===== config.mk =====
export PLATFORM = sky130hd
export DESIGN_NAME = resource_aware_task_dispatcher_unit_flat
export DESIGN_NICKNAME = d
export VERILOG_FILES = /design/src/hw/rtl/rtd_pkg.sv /design/src/hw/rtl/rtd_in_if.sv /design/src/hw/rtl/rtd_out_if.sv /design/src/hw/rtl/resource_aware_task_dispatcher_unit.sv /design/src/hw/rtl/rtd_ram.sv /design/src/flat_wrapper.sv
export SDC_FILE = /design/constraint.sdc
export NUM_CORES = 2
export LEC_CHECK = 0
export BUFFER_PORTS_ARGS = -buffer_cell sky130_fd_sc_hd__buf_2
export CORE_MARGIN = 8
export CORE_UTILIZATION = 50
export CTS_CLUSTER_DIAMETER = 200
export DETAILED_ROUTE_END_ITERATION = 12
export HOLD_SLACK_MARGIN = 0.08
export PLACE_DENSITY = 0.62
export SLEW_MARGIN = 40
export SYNTH_ARGS = -nofsm -noshare
export SYNTH_HDL_FRONTEND = slang
export SYNTH_SLANG_ARGS = --single-unit

===== constraint.sdc =====
create_clock -name clk -period 13.45 [get_ports clk]
set_input_delay 2.0175 -clock clk [delete_from_list [all_inputs] [get_ports clk]]
set_output_delay 2.0175 -clock clk [all_outputs]
set_load 0.02 [all_outputs]

===== src/hw/rtl/rtd_pkg.sv =====
`timescale 1ns / 1ps
`default_nettype none

package rtd_pkg;

  // operation codes
  localparam logic [2:0] OP_SCHEDULE = 3'd0;
  localparam logic [2:0] OP_FINISH_DONE = 3'd1;
  localparam logic [2:0] OP_FINISH_RESUBMIT = 3'd2;
  localparam logic [2:0] OP_DISPATCH = 3'd3;
  localparam logic [2:0] OP_COUNT = 3'd4;

  // result kinds
  localparam logic [2:0] KIND_STARTED = 3'd0;
  localparam logic [2:0] KIND_RETIRED = 3'd1;
  localparam logic [2:0] KIND_COUNT = 3'd2;
  localparam logic [2:0] KIND_ACK = 3'd3;
  localparam logic [2:0] KIND_ERROR = 3'd4;

  // controller states
  typedef enum logic [2:0] {
    S_IDLE,
    S_EXEC,
    S_FIN,
    S_SCAN,
    S_PICK,
    S_CNT
  } state_t;

endpackage

`default_nettype wire


===== src/hw/rtl/rtd_in_if.sv =====
`timescale 1ns / 1ps
`default_nettype none

interface rtd_in_if;
  logic               valid;
  logic               ready;
  logic        [2:0]  operation;
  logic        [3:0]  task_id;
  logic        [31:0] resource_mask;
  logic signed [31:0] delay_ms;
  logic        [30:0] repeat_ms;
  logic               single_shot;
  logic        [31:0] now_ms;

  modport source (
    output valid, operation, task_id, resource_mask, delay_ms, repeat_ms,
           single_shot, now_ms,
    input  ready
  );
  modport sink (
    input  valid, operation, task_id, resource_mask, delay_ms, repeat_ms,
           single_shot, now_ms,
    output ready
  );
endinterface

`default_nettype wire


===== src/hw/rtl/rtd_out_if.sv =====
`timescale 1ns / 1ps
`default_nettype none

interface rtd_out_if;
  logic        valid;
  logic        ready;
  logic [2:0]  kind;
  logic [3:0]  task_id_res;
  logic [4:0]  count;
  logic [31:0] free_resources;
  logic        last;

  modport source (
    output valid, kind, task_id_res, count, free_resources, last,
    input  ready
  );
  modport sink (
    input  valid, kind, task_id_res, count, free_resources, last,
    output ready
  );
endinterface

`default_nettype wire


===== src/hw/rtl/resource_aware_task_dispatcher_unit.sv =====
`timescale 1ns / 1ps
`default_nettype none

// Timed task dispatcher with a resource mask per task. Slot data (mask, due
// time, interval, single-shot flag, order tag) sits in one single-port-read
// memory; valid and running bits are flip-flops. A count query walks the
// memory once. A dispatch pass selects the oldest unvisited waiting task
// with one full walk of the memory per visited task, through the single
// memory read port. Results leave through an output register, and each
// result waits there until transferred before the next one is made.
module resource_aware_task_dispatcher_unit #(
  parameter int MAX_TASKS = 16,
  parameter int RES_BITS  = 32
) (
  input wire logic clk,
  input wire logic rst_n,
  rtd_in_if.sink   in_chan,
  rtd_out_if.source out_chan
);
  import rtd_pkg::*;

  localparam int IW = $clog2(MAX_TASKS);
  localparam int CW = $clog2(MAX_TASKS + 1);
  localparam int EW = RES_BITS + 96;
  localparam logic [CW-1:0] N_C = CW'(MAX_TASKS);
  localparam logic [8:0] N_9 = 9'(MAX_TASKS);

  state_t state_r, state_nxt;
  logic [2:0] op_r, op_nxt;
  logic [3:0] id_r, id_nxt;
  logic [RES_BITS-1:0] rmask_r, rmask_nxt;
  logic [31:0] delay_r, delay_nxt;
  logic [30:0] repeat_r, repeat_nxt;
  logic once_r, once_nxt;
  logic [31:0] now_r, now_nxt;

  logic [MAX_TASKS-1:0] valid_r, valid_nxt;
  logic [MAX_TASKS-1:0] running_r, running_nxt;
  logic [MAX_TASKS-1:0] seen_r, seen_nxt;
  logic [RES_BITS-1:0] free_r, free_nxt;
  logic [31:0] oc_r, oc_nxt;

  logic [CW-1:0] cnt_r, cnt_nxt;
  logic dvld_r, dvld_nxt;
  logic [IW-1:0] didx_r, didx_nxt;
  logic best_found_r, best_found_nxt;
  logic [IW-1:0] best_idx_r, best_idx_nxt;
  logic [31:0] best_key_r, best_key_nxt;
  logic [RES_BITS-1:0] best_mask_r, best_mask_nxt;
  logic [31:0] best_due_r, best_due_nxt;
  logic [CW-1:0] count_r, count_nxt;

  logic out_valid_r, out_valid_nxt;
  logic [2:0] kind_r, kind_nxt;
  logic [3:0] tid_r, tid_nxt;
  logic [4:0] ocnt_r, ocnt_nxt;
  logic [31:0] ofree_r, ofree_nxt;
  logic last_r, last_nxt;

  // memory ports
  logic mem_we, mem_re;
  logic [IW-1:0] mem_waddr, mem_raddr;
  logic [EW-1:0] mem_wdata, mem_rdata;

  rtd_ram #(.WIDTH(EW), .DEPTH(MAX_TASKS)) u_slots (
    .clk   (clk),
    .we    (mem_we),
    .waddr (mem_waddr),
    .wdata (mem_wdata),
    .re    (mem_re),
    .raddr (mem_raddr),
    .rdata (mem_rdata)
  );

  // entry fields
  logic [RES_BITS-1:0] d_mask;
  logic [31:0] d_due, d_order;
  logic [30:0] d_int;
  logic d_once;
  assign d_mask  = mem_rdata[EW-1 -: RES_BITS];
  assign d_due   = mem_rdata[95:64];
  assign d_int   = mem_rdata[63:33];
  assign d_once  = mem_rdata[32];
  assign d_order = mem_rdata[31:0];

  // width adapters
  logic [RES_BITS+31:0] rm_ext;
  logic [IW+3:0] sid_ext, bi_ext;
  logic [CW+4:0] cnt_ext;
  logic [IW-1:0] sid;
  logic id_ok;
  assign rm_ext  = {{RES_BITS{1'b0}}, in_chan.resource_mask};
  assign sid_ext = {{IW{1'b0}}, id_r};
  assign sid     = sid_ext[IW-1:0];
  assign bi_ext  = {4'b0, best_idx_r};
  assign cnt_ext = {5'b0, count_r};
  assign id_ok   = ({5'b0, id_r} < N_9);

  logic can_emit;
  assign can_emit = !out_valid_r || out_chan.ready;

  logic emit;
  logic [2:0] e_kind;
  logic [3:0] e_tid;
  logic [4:0] e_cnt;
  logic [RES_BITS-1:0] e_free;
  logic [RES_BITS+31:0] efree_ext;
  assign efree_ext = {32'b0, e_free};

  logic [31:0] key, age;
  logic cand;
  assign key  = d_order - oc_r;
  assign cand = valid_r[didx_r] && !running_r[didx_r] && !seen_r[didx_r];
  assign age  = now_r - best_due_r;

  // next state and datapath
  always_comb begin
    state_nxt      = state_r;
    op_nxt         = op_r;
    id_nxt         = id_r;
    rmask_nxt      = rmask_r;
    delay_nxt      = delay_r;
    repeat_nxt     = repeat_r;
    once_nxt       = once_r;
    now_nxt        = now_r;
    valid_nxt      = valid_r;
    running_nxt    = running_r;
    seen_nxt       = seen_r;
    free_nxt       = free_r;
    oc_nxt         = oc_r;
    cnt_nxt        = cnt_r;
    dvld_nxt       = dvld_r;
    didx_nxt       = didx_r;
    best_found_nxt = best_found_r;
    best_idx_nxt   = best_idx_r;
    best_key_nxt   = best_key_r;
    best_mask_nxt  = best_mask_r;
    best_due_nxt   = best_due_r;
    count_nxt      = count_r;
    mem_we         = 1'b0;
    mem_waddr      = sid;
    mem_wdata      = {d_mask, d_due, d_int, d_once, d_order};
    mem_re         = 1'b0;
    mem_raddr      = sid;
    emit           = 1'b0;
    e_kind         = KIND_ACK;
    e_tid          = id_r;
    e_cnt          = 5'd0;
    e_free         = free_r;

    case (state_r)
      S_IDLE: begin
        if (in_chan.valid) begin
          op_nxt     = in_chan.operation;
          id_nxt     = in_chan.task_id;
          rmask_nxt  = rm_ext[RES_BITS-1:0];
          delay_nxt  = in_chan.delay_ms;
          repeat_nxt = in_chan.repeat_ms;
          once_nxt   = in_chan.single_shot;
          now_nxt    = in_chan.now_ms;
          state_nxt  = S_EXEC;
        end
      end

      S_EXEC: begin
        if (op_r == OP_SCHEDULE) begin
          if (can_emit) begin
            emit      = 1'b1;
            state_nxt = S_IDLE;
            if (!id_ok || valid_r[sid]) begin
              e_kind = KIND_ERROR;
            end else begin
              mem_we           = 1'b1;
              mem_wdata        = {rmask_r, now_r + delay_r, repeat_r, once_r, oc_r};
              valid_nxt[sid]   = 1'b1;
              running_nxt[sid] = 1'b0;
              oc_nxt           = oc_r + 32'd1;
            end
          end
        end else if (op_r == OP_FINISH_DONE || op_r == OP_FINISH_RESUBMIT) begin
          if (!id_ok || !valid_r[sid] || !running_r[sid]) begin
            if (can_emit) begin
              emit      = 1'b1;
              e_kind    = KIND_ERROR;
              state_nxt = S_IDLE;
            end
          end else begin
            mem_re    = 1'b1;
            state_nxt = S_FIN;
          end
        end else if (op_r == OP_DISPATCH || op_r == OP_COUNT) begin
          seen_nxt       = '0;
          cnt_nxt        = '0;
          dvld_nxt       = 1'b0;
          best_found_nxt = 1'b0;
          count_nxt      = '0;
          state_nxt      = (op_r == OP_DISPATCH) ? S_SCAN : S_CNT;
        end else begin
          if (can_emit) begin
            emit      = 1'b1;
            e_kind    = KIND_ERROR;
            state_nxt = S_IDLE;
          end
        end
      end

      // slot data is back: release and re-arm or retire
      S_FIN: begin
        if (can_emit) begin
          emit      = 1'b1;
          state_nxt = S_IDLE;
          free_nxt  = free_r | d_mask;
          e_free    = free_r | d_mask;
          if (op_r == OP_FINISH_RESUBMIT || !d_once) begin
            mem_we           = 1'b1;
            mem_wdata        = {d_mask,
                                (op_r == OP_FINISH_RESUBMIT) ? now_r : now_r + {1'b0, d_int},
                                d_int, d_once, oc_r};
            running_nxt[sid] = 1'b0;
            oc_nxt           = oc_r + 32'd1;
          end else begin
            e_kind           = KIND_RETIRED;
            valid_nxt[sid]   = 1'b0;
            running_nxt[sid] = 1'b0;
          end
        end
      end

      // walk all slots for the oldest unvisited waiting task
      S_SCAN: begin
        if (cnt_r < N_C) begin
          mem_re    = 1'b1;
          mem_raddr = cnt_r[IW-1:0];
          didx_nxt  = cnt_r[IW-1:0];
          cnt_nxt   = cnt_r + 1'b1;
          dvld_nxt  = 1'b1;
        end else begin
          dvld_nxt = 1'b0;
        end
        if (dvld_r && cand && (!best_found_r || key < best_key_r)) begin
          best_found_nxt = 1'b1;
          best_idx_nxt   = didx_r;
          best_key_nxt   = key;
          best_mask_nxt  = d_mask;
          best_due_nxt   = d_due;
        end
        if (cnt_r == N_C && !dvld_r) begin
          state_nxt = S_PICK;
        end
      end

      // start the selected task if it fits and is due
      S_PICK: begin
        if (!best_found_r) begin
          if (can_emit) begin
            emit      = 1'b1;
            e_tid     = 4'd0;
            state_nxt = S_IDLE;
          end
        end else if ((best_mask_r & free_r) == best_mask_r && !age[31]) begin
          if (can_emit) begin
            emit                    = 1'b1;
            e_kind                  = KIND_STARTED;
            e_tid                   = bi_ext[3:0];
            e_free                  = free_r & ~best_mask_r;
            free_nxt                = free_r & ~best_mask_r;
            running_nxt[best_idx_r] = 1'b1;
            seen_nxt[best_idx_r]    = 1'b1;
            cnt_nxt                 = '0;
            dvld_nxt                = 1'b0;
            best_found_nxt          = 1'b0;
            state_nxt               = S_SCAN;
          end
        end else begin
          seen_nxt[best_idx_r] = 1'b1;
          cnt_nxt              = '0;
          dvld_nxt             = 1'b0;
          best_found_nxt       = 1'b0;
          state_nxt            = S_SCAN;
        end
      end

      // count valid slots whose mask holds every asked resource
      S_CNT: begin
        if (cnt_r < N_C) begin
          mem_re    = 1'b1;
          mem_raddr = cnt_r[IW-1:0];
          didx_nxt  = cnt_r[IW-1:0];
          cnt_nxt   = cnt_r + 1'b1;
          dvld_nxt  = 1'b1;
        end else begin
          dvld_nxt = 1'b0;
        end
        if (dvld_r && valid_r[didx_r] && (d_mask & rmask_r) == rmask_r) begin
          count_nxt = count_r + 1'b1;
        end
        if (cnt_r == N_C && !dvld_r && can_emit) begin
          emit      = 1'b1;
          e_kind    = KIND_COUNT;
          e_tid     = 4'd0;
          e_cnt     = cnt_ext[4:0];
          state_nxt = S_IDLE;
        end
      end

      default: begin
        state_nxt = S_IDLE;
      end
    endcase
  end

  // output register
  always_comb begin
    out_valid_nxt = out_valid_r;
    kind_nxt      = kind_r;
    tid_nxt       = tid_r;
    ocnt_nxt      = ocnt_r;
    ofree_nxt     = ofree_r;
    last_nxt      = last_r;
    if (emit) begin
      out_valid_nxt = 1'b1;
      kind_nxt      = e_kind;
      tid_nxt       = e_tid;
      ocnt_nxt      = e_cnt;
      ofree_nxt     = efree_ext[31:0];
      last_nxt      = (e_kind != KIND_STARTED);
    end else if (out_chan.ready) begin
      out_valid_nxt = 1'b0;
    end
  end

  // control registers
  always_ff @(posedge clk) begin
    if (!rst_n) begin
      state_r     <= S_IDLE;
      valid_r     <= '0;
      running_r   <= '0;
      free_r      <= '1;
      oc_r        <= '0;
      out_valid_r <= 1'b0;
    end else begin
      state_r     <= state_nxt;
      valid_r     <= valid_nxt;
      running_r   <= running_nxt;
      free_r      <= free_nxt;
      oc_r        <= oc_nxt;
      out_valid_r <= out_valid_nxt;
    end
  end

  // payload and scan registers
  always_ff @(posedge clk) begin
    op_r         <= op_nxt;
    id_r         <= id_nxt;
    rmask_r      <= rmask_nxt;
    delay_r      <= delay_nxt;
    repeat_r     <= repeat_nxt;
    once_r       <= once_nxt;
    now_r        <= now_nxt;
    seen_r       <= seen_nxt;
    cnt_r        <= cnt_nxt;
    dvld_r       <= dvld_nxt;
    didx_r       <= didx_nxt;
    best_found_r <= best_found_nxt;
    best_idx_r   <= best_idx_nxt;
    best_key_r   <= best_key_nxt;
    best_mask_r  <= best_mask_nxt;
    best_due_r   <= best_due_nxt;
    count_r      <= count_nxt;
    kind_r       <= kind_nxt;
    tid_r        <= tid_nxt;
    ocnt_r       <= ocnt_nxt;
    ofree_r      <= ofree_nxt;
    last_r       <= last_nxt;
  end

  assign in_chan.ready           = (state_r == S_IDLE);
  assign out_chan.valid          = out_valid_r;
  assign out_chan.kind           = kind_r;
  assign out_chan.task_id_res    = tid_r;
  assign out_chan.count          = ocnt_r;
  assign out_chan.free_resources = ofree_r;
  assign out_chan.last           = last_r;

endmodule

`default_nettype wire


===== src/hw/rtl/rtd_ram.sv =====
`timescale 1ns / 1ps
`default_nettype none

module rtd_ram #(
  parameter int WIDTH = 8,
  parameter int DEPTH = 16
) (
  input  wire logic                     clk,
  input  wire logic                     we,
  input  wire logic [$clog2(DEPTH)-1:0] waddr,
  input  wire logic [WIDTH-1:0]         wdata,
  input  wire logic                     re,
  input  wire logic [$clog2(DEPTH)-1:0] raddr,
  output logic      [WIDTH-1:0]         rdata
);

  logic [WIDTH-1:0] mem [DEPTH];

  // write port and registered read port
  always_ff @(posedge clk) begin
    if (we) begin
      mem[waddr] <= wdata;
    end
    if (re) begin
      rdata <= mem[raddr];
    end
  end

endmodule

`default_nettype wire


===== src/flat_wrapper.sv =====
// flat-port wrapper written by rule: the top's interface ports become plain ports
module resource_aware_task_dispatcher_unit_flat import rtd_pkg::*;
#(
  parameter int MAX_TASKS = 16,
  parameter int RES_BITS  = 32
)
  (clk, rst_n, in_chan_valid, in_chan_operation, in_chan_task_id, in_chan_resource_mask, in_chan_delay_ms, in_chan_repeat_ms, in_chan_single_shot, in_chan_now_ms, in_chan_ready, out_chan_valid, out_chan_kind, out_chan_task_id_res, out_chan_count, out_chan_free_resources, out_chan_last, out_chan_ready);
  rtd_in_if in_chan_i ();
  rtd_out_if out_chan_i ();
  input wire logic clk;
  input wire logic rst_n;
  input wire logic [$bits(in_chan_i.valid)-1:0] in_chan_valid;
  input wire logic [$bits(in_chan_i.operation)-1:0] in_chan_operation;
  input wire logic [$bits(in_chan_i.task_id)-1:0] in_chan_task_id;
  input wire logic [$bits(in_chan_i.resource_mask)-1:0] in_chan_resource_mask;
  input wire logic [$bits(in_chan_i.delay_ms)-1:0] in_chan_delay_ms;
  input wire logic [$bits(in_chan_i.repeat_ms)-1:0] in_chan_repeat_ms;
  input wire logic [$bits(in_chan_i.single_shot)-1:0] in_chan_single_shot;
  input wire logic [$bits(in_chan_i.now_ms)-1:0] in_chan_now_ms;
  output wire logic [$bits(in_chan_i.ready)-1:0] in_chan_ready;
  output wire logic [$bits(out_chan_i.valid)-1:0] out_chan_valid;
  output wire logic [$bits(out_chan_i.kind)-1:0] out_chan_kind;
  output wire logic [$bits(out_chan_i.task_id_res)-1:0] out_chan_task_id_res;
  output wire logic [$bits(out_chan_i.count)-1:0] out_chan_count;
  output wire logic [$bits(out_chan_i.free_resources)-1:0] out_chan_free_resources;
  output wire logic [$bits(out_chan_i.last)-1:0] out_chan_last;
  input wire logic [$bits(out_chan_i.ready)-1:0] out_chan_ready;
  assign in_chan_i.valid = in_chan_valid;
  assign in_chan_i.operation = in_chan_operation;
  assign in_chan_i.task_id = in_chan_task_id;
  assign in_chan_i.resource_mask = in_chan_resource_mask;
  assign in_chan_i.delay_ms = in_chan_delay_ms;
  assign in_chan_i.repeat_ms = in_chan_repeat_ms;
  assign in_chan_i.single_shot = in_chan_single_shot;
  assign in_chan_i.now_ms = in_chan_now_ms;
  assign in_chan_ready = in_chan_i.ready;
  assign out_chan_valid = out_chan_i.valid;
  assign out_chan_kind = out_chan_i.kind;
  assign out_chan_task_id_res = out_chan_i.task_id_res;
  assign out_chan_count = out_chan_i.count;
  assign out_chan_free_resources = out_chan_i.free_resources;
  assign out_chan_last = out_chan_i.last;
  assign out_chan_i.ready = out_chan_ready;
  resource_aware_task_dispatcher_unit #(.MAX_TASKS(MAX_TASKS), .RES_BITS(RES_BITS)) u_core (.clk(clk), .rst_n(rst_n), .in_chan(in_chan_i), .out_chan(out_chan_i));
endmodule

==> flow_summary.toml <==
[drt]
vias_per_cell = 6.110
drc = 0
firstDrtPassIters = 5
drt_iter0_markers = 5853
vias = 58040
drt_wl_total_um = 266700
detail_route.wl_per_cell_um = 28.08
ant_nets = 0

[setup_path]
start_kind = "register"
rr_startpoint = "u_core.oc_r[1]"
critPathKind = "reg -> reg"
crit_arrival_ps = 7450
reg2reg_depth = 22
r2r-end = "u_core.best_due_r[2]"
crit_path_end_kind = "register"
cpPeakStageDelay_ps = 670
crit_required_ps = 13960
worstPathMaxFanout = 49
slowest_stage = "a221oi_1"
r2r_slack_ps = 6510
timing.critical_path.cells = "inv_1 > fa_1 > a21o_1 > a21oi_1 > o21ai_0 > a31o_2 > a21o_1 > a221oi_1 > nand2b_1 > a21oi_1 > xnor2_1 > ha_1 > nor2b_1 > o21ai_0 > nand2b_1 > a21oi_1 > o21ai_0 > a2111oi_0 > o21bai_1 > a21boi_4 > buf_8 > buf_4"

[power_and_ir_drop]
p_sw_mw = 4.216
power.density_mw_per_mm2 = 152.0
total_power_mw = 18.21
seqPwrFrac_pct = 50.0
irDropWorstVdd_uv = 169.1
leakage_nw = 39.68
p_sw_share_pct = 23.15
intPower_mw = 13.99
clkPwrFrac_pct = 40.3
power_frac_comb_pct = 9.8

[min_path]
hp-class = "reg -> reg"
hold_start = "u_core.u_slots.rdata[89]"
min_to = "u_core.best_due_r[25]"
hold_depth = 0

[placed_design]
hpwl_um = 153100
port_buffers = 185
place.gp.congestion = 0.8472

[global_routing]
grt_pass1_vias = 57800
antenna_found_initial = 7
gr-total-overflow = 0
grt_start_max_net_pins = 137
grt_pass1_wl_um = 390800
grt_use_total_pct = 23.21

[timing]
min_period_over_period_pct = 51.61
min_period_ps = 6941
fin_tns_setup_ps = 0
clock_skew_ps = 68.55
grt_setup_unrepaired = "no"
max_slew_margin_pct = 41.90
worst_slew_pin_slew_ps = 871.5
report.final.hold_viol_count = 0
fmax_mhz = 144.1
setup_viol = 0
drv_slew = 0

[synthesis]
netlist_instances = 6128
async_flop_share_pct = 0
synth_cell_types = 77
syn-cell-area_mm2 = 0.1055
synth-main-ff-cell = "edfxtp_1"
seq_area_frac_synth_pct = 72.72
post-synth-top-area-cell = "edfxtp_1"
yosysTopAreaCellShare_pct = 70.82
synth-edff-count = 2488
yosys-top-cells-area = "edfxtp_1, mux4_2, nand2_1, dfxtp_1, ha_1"
syn_nets = 6428
synth-seq-cells = 2588
ys_warn_count = 0
avgSynthCellArea_um2 = 17.21

[clock_tree]
cts.clk_slew.worst_paths_ps = 60
cts_buffers = 286
holdBufCountCts = 0
insertion_delay_ps = 920
cts_tree = "built"
htreeDepth = 5
numClockSinks = 2588
root_buffer = "clkbuf_16"
cts.repair.resized = 0
ctsLongestPathBuffers = 4
cts_setup_buffers = 0

[die]
core_mm2 = 0.2096
die-width_um = 475.3
die_y_um = 475.3
initial_core_util_pct = 50.34
die-area_mm2 = 0.2259
std_cell_rows = 168
pin_count = 186

[cells_and_area]
final_nets = 6792
drive_gt1_share_pct = 20.23
final_util_pct = 57.15
area_growth_pct = 13.54

[run_status]
status = "complete, no violations"

[job]
drv_cap = 0
how the worst max path moves through the flow:
| stage | end | slack [ps] | startpoint | depth (start not counted) |
|---|---|---|---|---|
| 6_report | u_core.best_due_r[2] | 6510 | u_core.oc_r[1] | 22 |
| 5_1_grt | u_core.best_due_r[2] | 6000 | u_core.oc_r[1] | 22 |
| 4_1_cts | u_core.best_due_r[2] | 6500 | u_core.oc_r[1] | 22 |
| 3_5_place_dp | u_core.best_due_r[0] | 6550 | u_core.oc_r[1] | 22 |
| 3_3_place_gp | u_core.u_slots.mem[12][40] | 5750 | out_chan_ready | 11 |
| 2_1_floorplan | u_core.best_due_r[0] | 1510 | u_core.oc_r[1] | 20 |
Yosys cell counts, types with 6 or more instances:
cell type	number
edfxtp_1	2488
nand2_1	644
mux4_2	496
clkbuf_1	232
inv_1	209
a21oi_1	177
and2_1	167
ha_1	158
o21ai_0	150
a211oi_1	147
nor2_1	145
a31oi_1	141
dfxtp_1	100
nand3_1	99
xnor2_1	71
a21o_1	70
buf_2	52
nor3_1	51
a31o_2	36
o211ai_1	34
xor2_1	34
o22ai_1	33
and3_1	29
o21bai_1	27
nor2b_1	26
buf_1	24
nand4_1	24
a311oi_1	21
nand2b_1	20
nor4_1	18
o311a_1	16
o31ai_1	16
a22oi_1	15
o21a_1	15
mux2i_1	12
a221oi_1	9
nor3b_1	9
or3_1	8
a211o_1	7
o41ai_1	7
mux2_2	6
area by class of cell:
cell class / count / area [um2]
Inverter: 210 / 788.3
Tap cell: 2805 / 3510
Fill cell: 15840 / 89800
Antenna cell: 3 / 7.507
Clock inverter: 128 / 980.9
Timing Repair Buffer: 387 / 3033
Clock buffer: 360 / 7665
Multi-Input combinational cell: 3019 / 27070
Sequential cell: 2588 / 76710
critical path, delay by kind of cell, from the launching register on:
kind            cells  cell delay (ps)
compound gates     13             3470
xor+xnor            1              160
fa+ha+maj           2              740
buf+inv             3             1050
flops               1              660
simple gates        3              320
cell usage in the layout (no fill, tap or decap), drive strengths merged, types with 16 or more instances in the layout:
cell and n:
a211oi 147, a21o 70, a21oi 177, a311oi 21, a31o 36, a31oi 141
and2 172, and3 29, buf 387, clkbuf 360, clkinv 104, dfxtp 100
edfxtp 2488, ha 158, inv 217, mux4 501, nand2 646, nand2b 20
nand3 100, nand4 24, nor2 146, nor2b 26, nor3 52, nor4 20
o211ai 34, o21ai 150, o21bai 27, o22ai 33, o311a 16, o31ai 16
xnor2 71, xor2 34
power by group through the flow:
stage / registers, mW / clock network [mW] / logic, mW
2_1_floorplan: 9.24 / 0 / 1.21
3_3_place_gp: 9.27 / 0 / 1.74
3_5_place_dp: 9.27 / 0 / 1.77
4_1_cts: 9.10 / 7.46 / 1.78
5_1_grt: 9.10 / 7.75 / 1.92
6_report: 9.10 / 7.33 / 1.78
metal layers:
layer	vias to the layer above	track usage (%)	wire length, um
li1	25060	-	-
met1	30320	34.66	117400
met2	2294	36.26	122900
met3	379	3.534	19780
met4	0	5.944	6621
met5	-	0	0
per-stage QoR:
step	cell area [um2]	worst slack (ps)	cells	hold slack (ps)
final	119800	6509	9500	481.0
after global routing	119800	5996	9498	488.9
after CTS	119600	6501	9494	478.1
after detailed placement	111000	6551	9006	455.4
after global placement	110400	5749	8979	458.1
after floorplan	105500	1511	6128	417.4
cell families after synthesis:
group           after synthesis  synth area share [%]
compound gates              966                 6.082
xor+xnor                    105                0.8718
fa+ha+maj                   162                 1.940
buf+inv                     521                 1.937
flops                      2588                 72.72
mux                         519                 10.89
simple gates               1267                 5.556
flip-flops by register name (all words and copies together), names as in the netlist, 4 cells and up, named ones only:
| name | cells |
|---|---|
| u_core.best_idx_r | 4 |
| u_core.rmask_r | 32 |
| u_core.u_slots.mem | 2048 |
| u_core.delay_r | 32 |
| u_core.now_r | 32 |
| u_core.seen_r | 16 |
| u_core.out_chan.task_id_res | 4 |
| u_core.u_slots.rdata | 128 |
| u_core.running_r | 16 |
| u_core.oc_r | 32 |
| u_core.out_chan.count | 5 |
| u_core.cnt_r | 5 |
| u_core.out_chan.free_resources | 32 |
| u_core.best_key_r | 32 |
| u_core.didx_r | 4 |
| u_core.id_r | 4 |
| u_core.free_r | 32 |
| u_core.count_r | 5 |
| u_core.best_mask_r | 32 |
| u_core.repeat_r | 31 |
| u_core.best_due_r | 32 |
No activity file was read; power rests on OpenSTA's default activity.
